**config.mk**
```make
export PLATFORM = sky130hd
export DESIGN_NAME = wildcard_byte_pattern_scan
export DESIGN_NICKNAME = d
export VERILOG_FILES = /design/src/hw/rtl/wbps_pkg.sv /design/src/hw/rtl/wildcard_byte_pattern_scan.sv /design/src/hw/rtl/wbps_cfg.sv /design/src/hw/rtl/wbps_window.sv /design/src/hw/rtl/wbps_cmp.sv /design/src/hw/rtl/wbps_result.sv
export SDC_FILE = /design/constraint.sdc
export NUM_CORES = 2
export LEC_CHECK = 0
export BUFFER_PORTS_ARGS = -buffer_cell sky130_fd_sc_hd__buf_2
export CORE_MARGIN = 2
export CORE_UTILIZATION = 40
export CTS_BUF_LIST = sky130_fd_sc_hd__clkbuf_2
export CTS_CLUSTER_DIAMETER = 60
export CTS_CLUSTER_SIZE = 20
export DETAILED_ROUTE_END_ITERATION = 8
export PLACE_DENSITY = 0.58
export SYNTH_ARGS = -nofsm -noshare
export SYNTH_HDL_FRONTEND = slang
export SYNTH_HIERARCHICAL = 1
export SYNTH_SLANG_ARGS = --single-unit
export TNS_END_PERCENT = 5
```
**constraint.sdc**
```tcl
create_clock -name clk -period 11.69 [get_ports clk]
set_input_delay 1.169 -clock clk [delete_from_list [all_inputs] [get_ports clk]]
set_output_delay 1.169 -clock clk [all_outputs]
set_load 0.01 [all_outputs]
```
**src/hw/rtl/wbps_pkg.sv**
```systemverilog
// Package with the constants, register codes and shared types of the pattern scan.
`timescale 1ns / 1ps
package wbps_pkg;

  localparam int MAX_PATTERN_BYTES = 32;
  localparam int BYTE_W            = 8;
  localparam int PLEN_W            = 6;
  localparam int CNT_W             = 32;
  localparam int ADDR_W            = 64;
  localparam int CFG_W             = 64;
  localparam int CFG_IDX_W         = 3;
  localparam int NUM_PAT_WORDS     = 4;
  localparam int BYTES_PER_WORD    = 8;
  localparam int SH_W              = (MAX_PATTERN_BYTES > 1) ? $clog2(MAX_PATTERN_BYTES) : 1;

  localparam logic [BYTE_W-1:0] WILDCARD_BYTE = 8'hCC;
  localparam logic [CNT_W-1:0]  COUNT_MAX     = '1;
  localparam logic [PLEN_W-1:0] PLEN_RESET    = PLEN_W'(1);
  localparam logic [PLEN_W-1:0] PLEN_MAX      = PLEN_W'(MAX_PATTERN_BYTES);

  typedef enum logic [CFG_IDX_W-1:0] {
    CFG_PATTERN_0      = 3'd0,
    CFG_PATTERN_1      = 3'd1,
    CFG_PATTERN_2      = 3'd2,
    CFG_PATTERN_3      = 3'd3,
    CFG_PATTERN_LENGTH = 3'd4,
    CFG_REGION_BASE    = 3'd5
  } cfg_reg_t;

  typedef logic [MAX_PATTERN_BYTES-1:0][BYTE_W-1:0] byte_vec_t;
  typedef logic [MAX_PATTERN_BYTES-1:0]             flag_vec_t;

  // Settings seen by the datapath.
  typedef struct packed {
    byte_vec_t           pattern;   // pattern byte k at index k
    logic [PLEN_W-1:0]   len_eff;   // pattern length clamped to the window depth
    logic [ADDR_W-1:0]   base;
  } cfg_t;

  // Side information carried with the beat held in the window stage.
  typedef struct packed {
    logic              last;
    logic              chk;     // a match may be recorded on this beat
    logic [CNT_W-1:0]  start;   // offset where a match ending here begins
  } beat_meta_t;

endpackage

```
**src/hw/rtl/wildcard_byte_pattern_scan.sv**
```systemverilog
// Top level of the wildcard byte pattern scan over a streamed memory region.
//
//   Channel   Direction  Content
//   in_*      sink       one region byte per beat, start flag in tuser, tlast ends region
//   out_*     source     one result per region: found in tuser, match address in tdata
//   cfg_*     sink       register writes: pattern words, pattern length, region base
//
// A byte is taken every cycle; the window stage and the result stage each hold one beat.
// A result is registered in the result stage once its last byte leaves the window stage and the output is free.
// The only backpressure is a result not yet taken: a last byte then waits in the window
// stage, and the input stalls behind it. Other bytes flow regardless of out_tready.
// Reset (rst_n low, synchronous) empties both stages and restores register defaults.
`timescale 1ns / 1ps
module wildcard_byte_pattern_scan
  import wbps_pkg::*;
(
  input  logic                 clk,
  input  logic                 rst_n,
  // Configuration write port
  input  logic                 cfg_we,
  input  logic [CFG_IDX_W-1:0] cfg_index,
  input  logic [CFG_W-1:0]     cfg_wdata,
  // Input stream
  input  logic                 in_tvalid,
  output logic                 in_tready,
  input  logic [BYTE_W-1:0]    in_tdata,   // [7:0] data_byte
  input  logic                 in_tuser,   // [0] start_allowed
  input  logic                 in_tlast,   // last_byte
  // Result stream
  output logic                 out_tvalid,
  input  logic                 out_tready,
  output logic [ADDR_W-1:0]    out_tdata,  // [63:0] match_address
  output logic                 out_tuser   // [0] found
);

  cfg_t       cfg;
  byte_vec_t  byte_win;
  flag_vec_t  flag_win;
  beat_meta_t meta;
  logic       win_valid;
  logic       hit;
  logic       fire;
  logic       adv;
  logic       out_free;

  // The window stage hands its beat on unless it closes a region and the
  // output register still holds an untaken result.
  assign out_free  = !out_tvalid || out_tready;
  assign adv       = win_valid && (!meta.last || out_free);
  assign in_tready = !win_valid || adv;
  assign fire      = in_tvalid && in_tready;

  wbps_cfg u_cfg (
    .clk       (clk),
    .rst_n     (rst_n),
    .cfg_we    (cfg_we),
    .cfg_index (cfg_index),
    .cfg_wdata (cfg_wdata),
    .cfg       (cfg)
  );

  wbps_window u_window (
    .clk      (clk),
    .rst_n    (rst_n),
    .fire     (fire),
    .adv      (adv),
    .in_byte  (in_tdata),
    .in_flag  (in_tuser),
    .in_last  (in_tlast),
    .len_eff  (cfg.len_eff),
    .byte_win (byte_win),
    .flag_win (flag_win),
    .meta     (meta),
    .valid    (win_valid)
  );

  wbps_cmp u_cmp (
    .byte_win (byte_win),
    .flag_win (flag_win),
    .pattern  (cfg.pattern),
    .len_eff  (cfg.len_eff),
    .hit      (hit)
  );

  wbps_result u_result (
    .clk       (clk),
    .rst_n     (rst_n),
    .adv       (adv),
    .meta      (meta),
    .hit       (hit),
    .base      (cfg.base),
    .out_ready (out_tready),
    .out_valid (out_tvalid),
    .out_found (out_tuser),
    .out_addr  (out_tdata)
  );

endmodule

```
**src/hw/rtl/wbps_cfg.sv**
```systemverilog
// Configuration registers of the pattern scan and the settings derived from them.
`timescale 1ns / 1ps
module wbps_cfg
  import wbps_pkg::*;
(
  input  logic                 clk,
  input  logic                 rst_n,
  input  logic                 cfg_we,
  input  logic [CFG_IDX_W-1:0] cfg_index,
  input  logic [CFG_W-1:0]     cfg_wdata,
  output cfg_t                 cfg
);

  logic [NUM_PAT_WORDS-1:0][CFG_W-1:0] pat_word_r;
  logic [PLEN_W-1:0]                   plen_r;
  logic [ADDR_W-1:0]                   base_r;

  always_ff @(posedge clk) begin
    if (!rst_n) begin
      pat_word_r <= '0;
      plen_r     <= PLEN_RESET;
      base_r     <= '0;
    end else if (cfg_we) begin
      unique case (cfg_reg_t'(cfg_index))
        CFG_PATTERN_0:      pat_word_r[0] <= cfg_wdata;
        CFG_PATTERN_1:      pat_word_r[1] <= cfg_wdata;
        CFG_PATTERN_2:      pat_word_r[2] <= cfg_wdata;
        CFG_PATTERN_3:      pat_word_r[3] <= cfg_wdata;
        CFG_PATTERN_LENGTH: plen_r        <= cfg_wdata[PLEN_W-1:0];
        CFG_REGION_BASE:    base_r        <= cfg_wdata;
        default: ;
      endcase
    end
  end

  always_comb begin
    for (int k = 0; k < MAX_PATTERN_BYTES; k++) begin
      cfg.pattern[k] = pat_word_r[k / BYTES_PER_WORD][(k % BYTES_PER_WORD) * BYTE_W +: BYTE_W];
    end
    cfg.len_eff = (plen_r > PLEN_MAX) ? PLEN_MAX : plen_r;
    cfg.base    = base_r;
  end

endmodule

```
**src/hw/rtl/wbps_window.sv**
```systemverilog
// Input stage of the pattern scan: byte and start-flag windows, byte counter, beat info.
`timescale 1ns / 1ps
module wbps_window
  import wbps_pkg::*;
(
  input  logic              clk,
  input  logic              rst_n,
  input  logic              fire,
  input  logic              adv,
  input  logic [BYTE_W-1:0] in_byte,
  input  logic              in_flag,
  input  logic              in_last,
  input  logic [PLEN_W-1:0] len_eff,
  output byte_vec_t         byte_win,
  output flag_vec_t         flag_win,
  output beat_meta_t        meta,
  output logic              valid
);

  byte_vec_t         byte_win_r, byte_win_nxt;
  flag_vec_t         flag_win_r, flag_win_nxt;
  logic [CNT_W-1:0]  bytes_seen_r, bytes_seen_nxt;
  beat_meta_t        meta_r, meta_nxt;
  logic              valid_r;
  logic [PLEN_W-1:0] len_m1;

  always_comb begin
    byte_win_nxt[0] = in_byte;
    flag_win_nxt[0] = in_flag;
    for (int i = 1; i < MAX_PATTERN_BYTES; i++) begin
      byte_win_nxt[i] = byte_win_r[i-1];
      flag_win_nxt[i] = flag_win_r[i-1];
    end
  end

  // The new byte sits at offset bytes_seen_r; a match ending here starts len-1 earlier.
  always_comb begin
    len_m1         = len_eff - PLEN_W'(1);
    meta_nxt.last  = in_last;
    meta_nxt.chk   = (bytes_seen_r != COUNT_MAX) && (len_eff != '0) &&
                     (bytes_seen_r >= CNT_W'(len_m1));
    meta_nxt.start = bytes_seen_r - CNT_W'(len_m1);
    if (in_last) begin
      bytes_seen_nxt = '0;
    end else if (bytes_seen_r != COUNT_MAX) begin
      bytes_seen_nxt = bytes_seen_r + CNT_W'(1);
    end else begin
      bytes_seen_nxt = bytes_seen_r;
    end
  end

  always_ff @(posedge clk) begin
    if (!rst_n) begin
      valid_r      <= 1'b0;
      bytes_seen_r <= '0;
    end else if (fire) begin
      valid_r      <= 1'b1;
      bytes_seen_r <= bytes_seen_nxt;
    end else if (adv) begin
      valid_r      <= 1'b0;
    end
  end

  always_ff @(posedge clk) begin
    if (fire) begin
      byte_win_r <= byte_win_nxt;
      flag_win_r <= flag_win_nxt;
      meta_r     <= meta_nxt;
    end
  end

  assign byte_win = byte_win_r;
  assign flag_win = flag_win_r;
  assign meta     = meta_r;
  assign valid    = valid_r;

endmodule

```
**src/hw/rtl/wbps_cmp.sv**
```systemverilog
// Parallel compare of the byte window against the pattern with wildcard bytes.
`timescale 1ns / 1ps
module wbps_cmp
  import wbps_pkg::*;
(
  input  byte_vec_t         byte_win,
  input  flag_vec_t         flag_win,
  input  byte_vec_t         pattern,
  input  logic [PLEN_W-1:0] len_eff,
  output logic              hit
);

  // Reversing the window puts the oldest byte at index 0; shifting it down by
  // depth minus length then lines up pattern byte k with window byte len-1-k.
  byte_vec_t         rev_bytes, aligned_bytes;
  flag_vec_t         rev_flags, aligned_flags;
  logic [PLEN_W-1:0] sh_full;
  logic [SH_W-1:0]   sh;
  logic [MAX_PATTERN_BYTES-1:0] byte_ok;

  always_comb begin
    for (int m = 0; m < MAX_PATTERN_BYTES; m++) begin
      rev_bytes[m] = byte_win[MAX_PATTERN_BYTES-1-m];
      rev_flags[m] = flag_win[MAX_PATTERN_BYTES-1-m];
    end
    sh_full       = PLEN_MAX - len_eff;
    sh            = sh_full[SH_W-1:0];
    aligned_bytes = rev_bytes >> {sh, 3'b000};
    aligned_flags = rev_flags >> sh;
    for (int k = 0; k < MAX_PATTERN_BYTES; k++) begin
      byte_ok[k] = (PLEN_W'(k) >= len_eff) || (pattern[k] == WILDCARD_BYTE) ||
                   (aligned_bytes[k] == pattern[k]);
    end
    hit = (len_eff != '0) && aligned_flags[0] && (&byte_ok);
  end

endmodule

```
**src/hw/rtl/wbps_result.sv**
```systemverilog
// Result stage of the pattern scan: first-match tracking and the output register.
`timescale 1ns / 1ps
module wbps_result
  import wbps_pkg::*;
(
  input  logic              clk,
  input  logic              rst_n,
  input  logic              adv,
  input  beat_meta_t        meta,
  input  logic              hit,
  input  logic [ADDR_W-1:0] base,
  input  logic              out_ready,
  output logic              out_valid,
  output logic              out_found,
  output logic [ADDR_W-1:0] out_addr
);

  logic              seen_r;
  logic [CNT_W-1:0]  first_r;
  logic              out_valid_r;
  logic              found_r;
  logic [ADDR_W-1:0] addr_r;
  logic              hit_q;
  logic [ADDR_W-1:0] sum_first, sum_start;
  logic              found_nxt;
  logic [ADDR_W-1:0] addr_nxt;

  // Both candidate addresses are formed in parallel so the compare result only selects.
  always_comb begin
    hit_q     = meta.chk && hit;
    sum_first = base + ADDR_W'(first_r);
    sum_start = base + ADDR_W'(meta.start);
    found_nxt = seen_r || hit_q;
    if (seen_r) begin
      addr_nxt = sum_first;
    end else if (hit_q) begin
      addr_nxt = sum_start;
    end else begin
      addr_nxt = '0;
    end
  end

  always_ff @(posedge clk) begin
    if (!rst_n) begin
      seen_r      <= 1'b0;
      out_valid_r <= 1'b0;
    end else begin
      if (adv) begin
        if (meta.last) begin
          seen_r <= 1'b0;
        end else if (hit_q && !seen_r) begin
          seen_r <= 1'b1;
        end
      end
      if (adv && meta.last) begin
        out_valid_r <= 1'b1;
      end else if (out_ready) begin
        out_valid_r <= 1'b0;
      end
    end
  end

  always_ff @(posedge clk) begin
    if (adv && !meta.last && hit_q && !seen_r) begin
      first_r <= meta.start;
    end
    if (adv && meta.last) begin
      found_r <= found_nxt;
      addr_r  <= addr_nxt;
    end
  end

  assign out_valid = out_valid_r;
  assign out_found = found_r;
  assign out_addr  = addr_r;

endmodule

```
==> results.py <==
metrics = {
    "floorplan": {
        "pin_count": 149,
        "die_width_um": 363,
        "start_util_pct": 40.4,
        "dieArea_sq_um": 132000,
        "core_area_sq_um": 128000,
        "rows": 131,
        "fp.dieH_um": 363,
    },
    "worst_setup_path": {
        "end_kind": "flop",
        "crit_path_start_kind": "flop",
        "path_class": "flop to flop",
        "arrival_ns": 11.01,
        "max_stage_delay_ns": 1.00,
        "cp_top_family": "simple AND/OR/NAND/NOR gates",
        "cp_cell_sequence": "nor2b_4 > inv_8 > ha_4 > buf_4 > buf_4 > mux2i_1 > mux2i_1 > mux2i_1 > a21oi_1 > o221ai_1 > xnor2_1 > nor3_1 > a31oi_1 > a21oi_1 > o211ai_1 > nor4_2 > nand2_1 > nor2_1 > a21oi_1 > o41ai_1",
        "required_ns": 13.12,
        "crit_slowest_cell": "nor2_1",
        "crit_fanout": 77,
        "path_buf_inv": 3,
    },
    "timing": {
        "skew_ns": 0.181,
        "setup_tns_ns": 0,
        "fmax_mhz": 104,
        "hold_violations": 0,
        "rsz0062_at_grt": "no",
        "fin_crit_sh_pct": 81.9,
        "fin_crit_ns": 9.58,
        "tightest_slew_ns": 1.47,
        "drv_slew": 1,
        "slew_headroom_pct": -0.589,
        "finalSetupViolations": 0,
    },
    "clock_tree": {
        "cts_tree": "done",
        "max-clock-path-buffers": 3,
        "cts-root-buf": "clkbuf_2",
        "postCtsResizedCells": 0,
        "postCtsSetupRepairBufs": 0,
        "h-tree-depth": 3,
        "cts_buffers": 84,
        "clk_latency_ns": 1.62,
        "clock_sinks": 780,
        "clk_pin_slew_ns": 0.34,
    },
    "power": {
        "cellPowerDensity_nw_per_um2": 116,
        "p_switching_mw": 2.30,
        "power_frac_seq_pct": 49.8,
        "pwr-share-clk_pct": 27.5,
        "leakagePower_nw": 21.4,
        "intPower_mw": 4.06,
        "pwr-share-comb_pct": 22.7,
        "ir_drop_mv": 0.0849,
        "p_total_mw": 6.37,
        "p_sw_share_pct": 36.2,
    },
    "place": {
        "placed_area_sq_um": 53000,
        "dp_cells": 6589,
        "place_congestion": 1.06,
        "hpwlAfterDp_mm": 159,
        "portBuffers": 148,
    },
    "run_status": {
        "status": "finished, violations left",
        "violations": "capacitance limit, slew limit",
    },
    "final_layout": {
        "final_common_cell": "nand2_1",
        "final_cell_mix": "690 x nand2_1, 689 x mux2i_1, 419 x edfxtp_1",
        "nets": 5245,
        "syn2layout_area_growth_pct": 6.82,
        "fillers": 12300,
        "drive_gt1_share_pct": 13.4,
        "final_cells": 6824,
        "stdcell_area_sq_um": 55100,
    },
    "flow_run": {
        "max-cap-violations": 1,
    },
    "synth": {
        "synthCells": 5044,
        "syn_area_sq_um": 51600,
        "yosys_most_used_dff": "edfxtp_1",
        "synth_warnings": 6,
        "ys_ff_latch": 780,
        "yosys.area.top_type_share_pct": 24.4,
        "yosysUniqueCellTypes": 121,
        "synth_edf_count": 419,
        "synth.net_count": 5206,
        "avgSynthCellArea_sq_um": 10.2,
        "synth_top_cell_by_area": "edfxtp_1",
        "async_reset_ff_share_pct": 0,
        "yosysSeqAreaShare_pct": 38.4,
        "synthTopCellsByArea": "edfxtp_1 24%, dfxtp_1 14%, mux2i_1 13%",
    },
    "global_routing": {
        "grt_pass1_wl_mm": 298,
        "grt_start_max_net_pins": 173,
        "gr-usage-all-layers_pct": 30.9,
        "grt_overflow": 0,
        "antenna_found_initial": 14,
        "grt_pass1_vias": 40100,
    },
    "routing": {
        "drt_pre_antenna_iters": 7,
        "via_per_inst": 6.41,
        "drc_errors": 0,
        "drt_iter0_markers": 6270,
        "routedWlPerCell_um": 30.7,
        "via_count": 43800,
        "wirelength_mm": 209,
        "postRouteAntennaNets": 0,
    },
    "min_path": {
        "hp-class": "primary input to flop",
    },
}
[power groups by stage]
stage	Sequential [mW]	Combinational [mW]	Clock (mW)
floorplan	3.16	0.919	0
global placement	3.22	1.37	0
detailed placement	3.22	1.37	0
CTS	3.17	1.39	1.81
global route	3.18	1.49	1.90
finish	3.17	1.44	1.75
[synthesized netlist by cell type, types with 60 or more instances]
| cell type | n |
|---|---|
| a31oi_1 | 85 |
| nand3_1 | 119 |
| inv_1 | 60 |
| buf_4 | 72 |
| nor3_1 | 68 |
| nor2_1 | 254 |
| xnor2_1 | 146 |
| dfxtp_1 | 361 |
| nand2_1 | 691 |
| nand4_1 | 77 |
| o21ai_0 | 160 |
| buf_2 | 89 |
| clkbuf_1 | 100 |
| edfxtp_1 | 419 |
| xor2_1 | 140 |
| ha_1 | 77 |
| a21oi_1 | 251 |
| mux2i_1 | 690 |
| mux4_2 | 155 |
[metrics by stage]
step | util [%] | hold slack, ns | worst slack, ns
floorplan | - | 0.421 | 0.280
global placement | 41.5 | 0.423 | 2.55
detailed placement | 41.5 | 0.431 | 2.34
CTS | 43.1 | 0.00338 | 2.41
global route | 43.1 | -0.0126 | 1.74
finish | 43.1 | 0.117 | 2.11
[logic make-up (layout without fill, tap and decap cells)]
group,count (synthesis),count (layout),synth area share [%]
xor+xnor,289,289,4.95
buf+inv,402,512,4.71
other cells,0,8,0
mux,929,929,22.1
fa+ha+maj,80,80,1.98
simple gates,1536,1536,14.4
compound gates,1028,1028,13.5
flops,780,780,38.4
[repair_timing]
action / CTS / global route
hold endpoints to repair: 227 / 0
setup endpoints to repair: 0 / 0
hold buffers: 70 / 0
[path summary, 6_finish.rpt]
kind	startpoint	endpoint	slack [ns]	cells past startpoint
worst min-delay path	cfg_wdata[54]	u_cfg/base_r[54]$_SDFFE_PN0P_	0.12	3
worst max-delay path	u_cfg/plen_r[5]$_SDFFE_PN0P_	u_result/out_addr[53]$_DFFE_PP_	2.11	20
worst max register to register	u_cfg/plen_r[5]$_SDFFE_PN0P_	u_result/out_addr[53]$_DFFE_PP_	2.11	20
worst min register to register	u_window/byte_win[246]$_DFFE_PP_	u_window/byte_win[254]$_DFFE_PP_	0.46	0
[tightest hold or removal path, stage by stage]
cell and delay (ns):
buf_2 0.09, nand2_1 0.28, mux2i_1 0.12
[layout make-up]
class	count	area (sq um)	share of cell area, %
antenna	8	20.0	0.0363
clock buffer	85	425	0.772
clock inverter	72	947	1.72
inverter	63	244	0.443
multi-input combinational	3862	29500	53.6
sequential	780	19800	35.9
tap	1662	2080	3.77
timing repair buffer	292	2070	3.75
[per-layer routing]
metal  GRT usage (%)  up-vias  share of wire [%]
met5               0        -              0.022
met4            12.7        6                4.7
met3            6.56      422                9.2
met2            44.7     2288                 42
met1            44.5    21800                 44
li1                -    19300                  -
[sequential cells by signal (all words and copies together) (netlist names), 32 cells and up]
| name | flops |
|---|---|
| u_cfg/base_r | 64 |
| u_window/meta | 34 |
| u_result/out_addr | 64 |
| u_window/bytes_seen_r | 32 |
| u_window/flag_win | 32 |
| u_cfg/cfg | 256 |
| u_result/first_r | 32 |
| u_window/byte_win | 256 |
(Power assumes the default switching activity.)
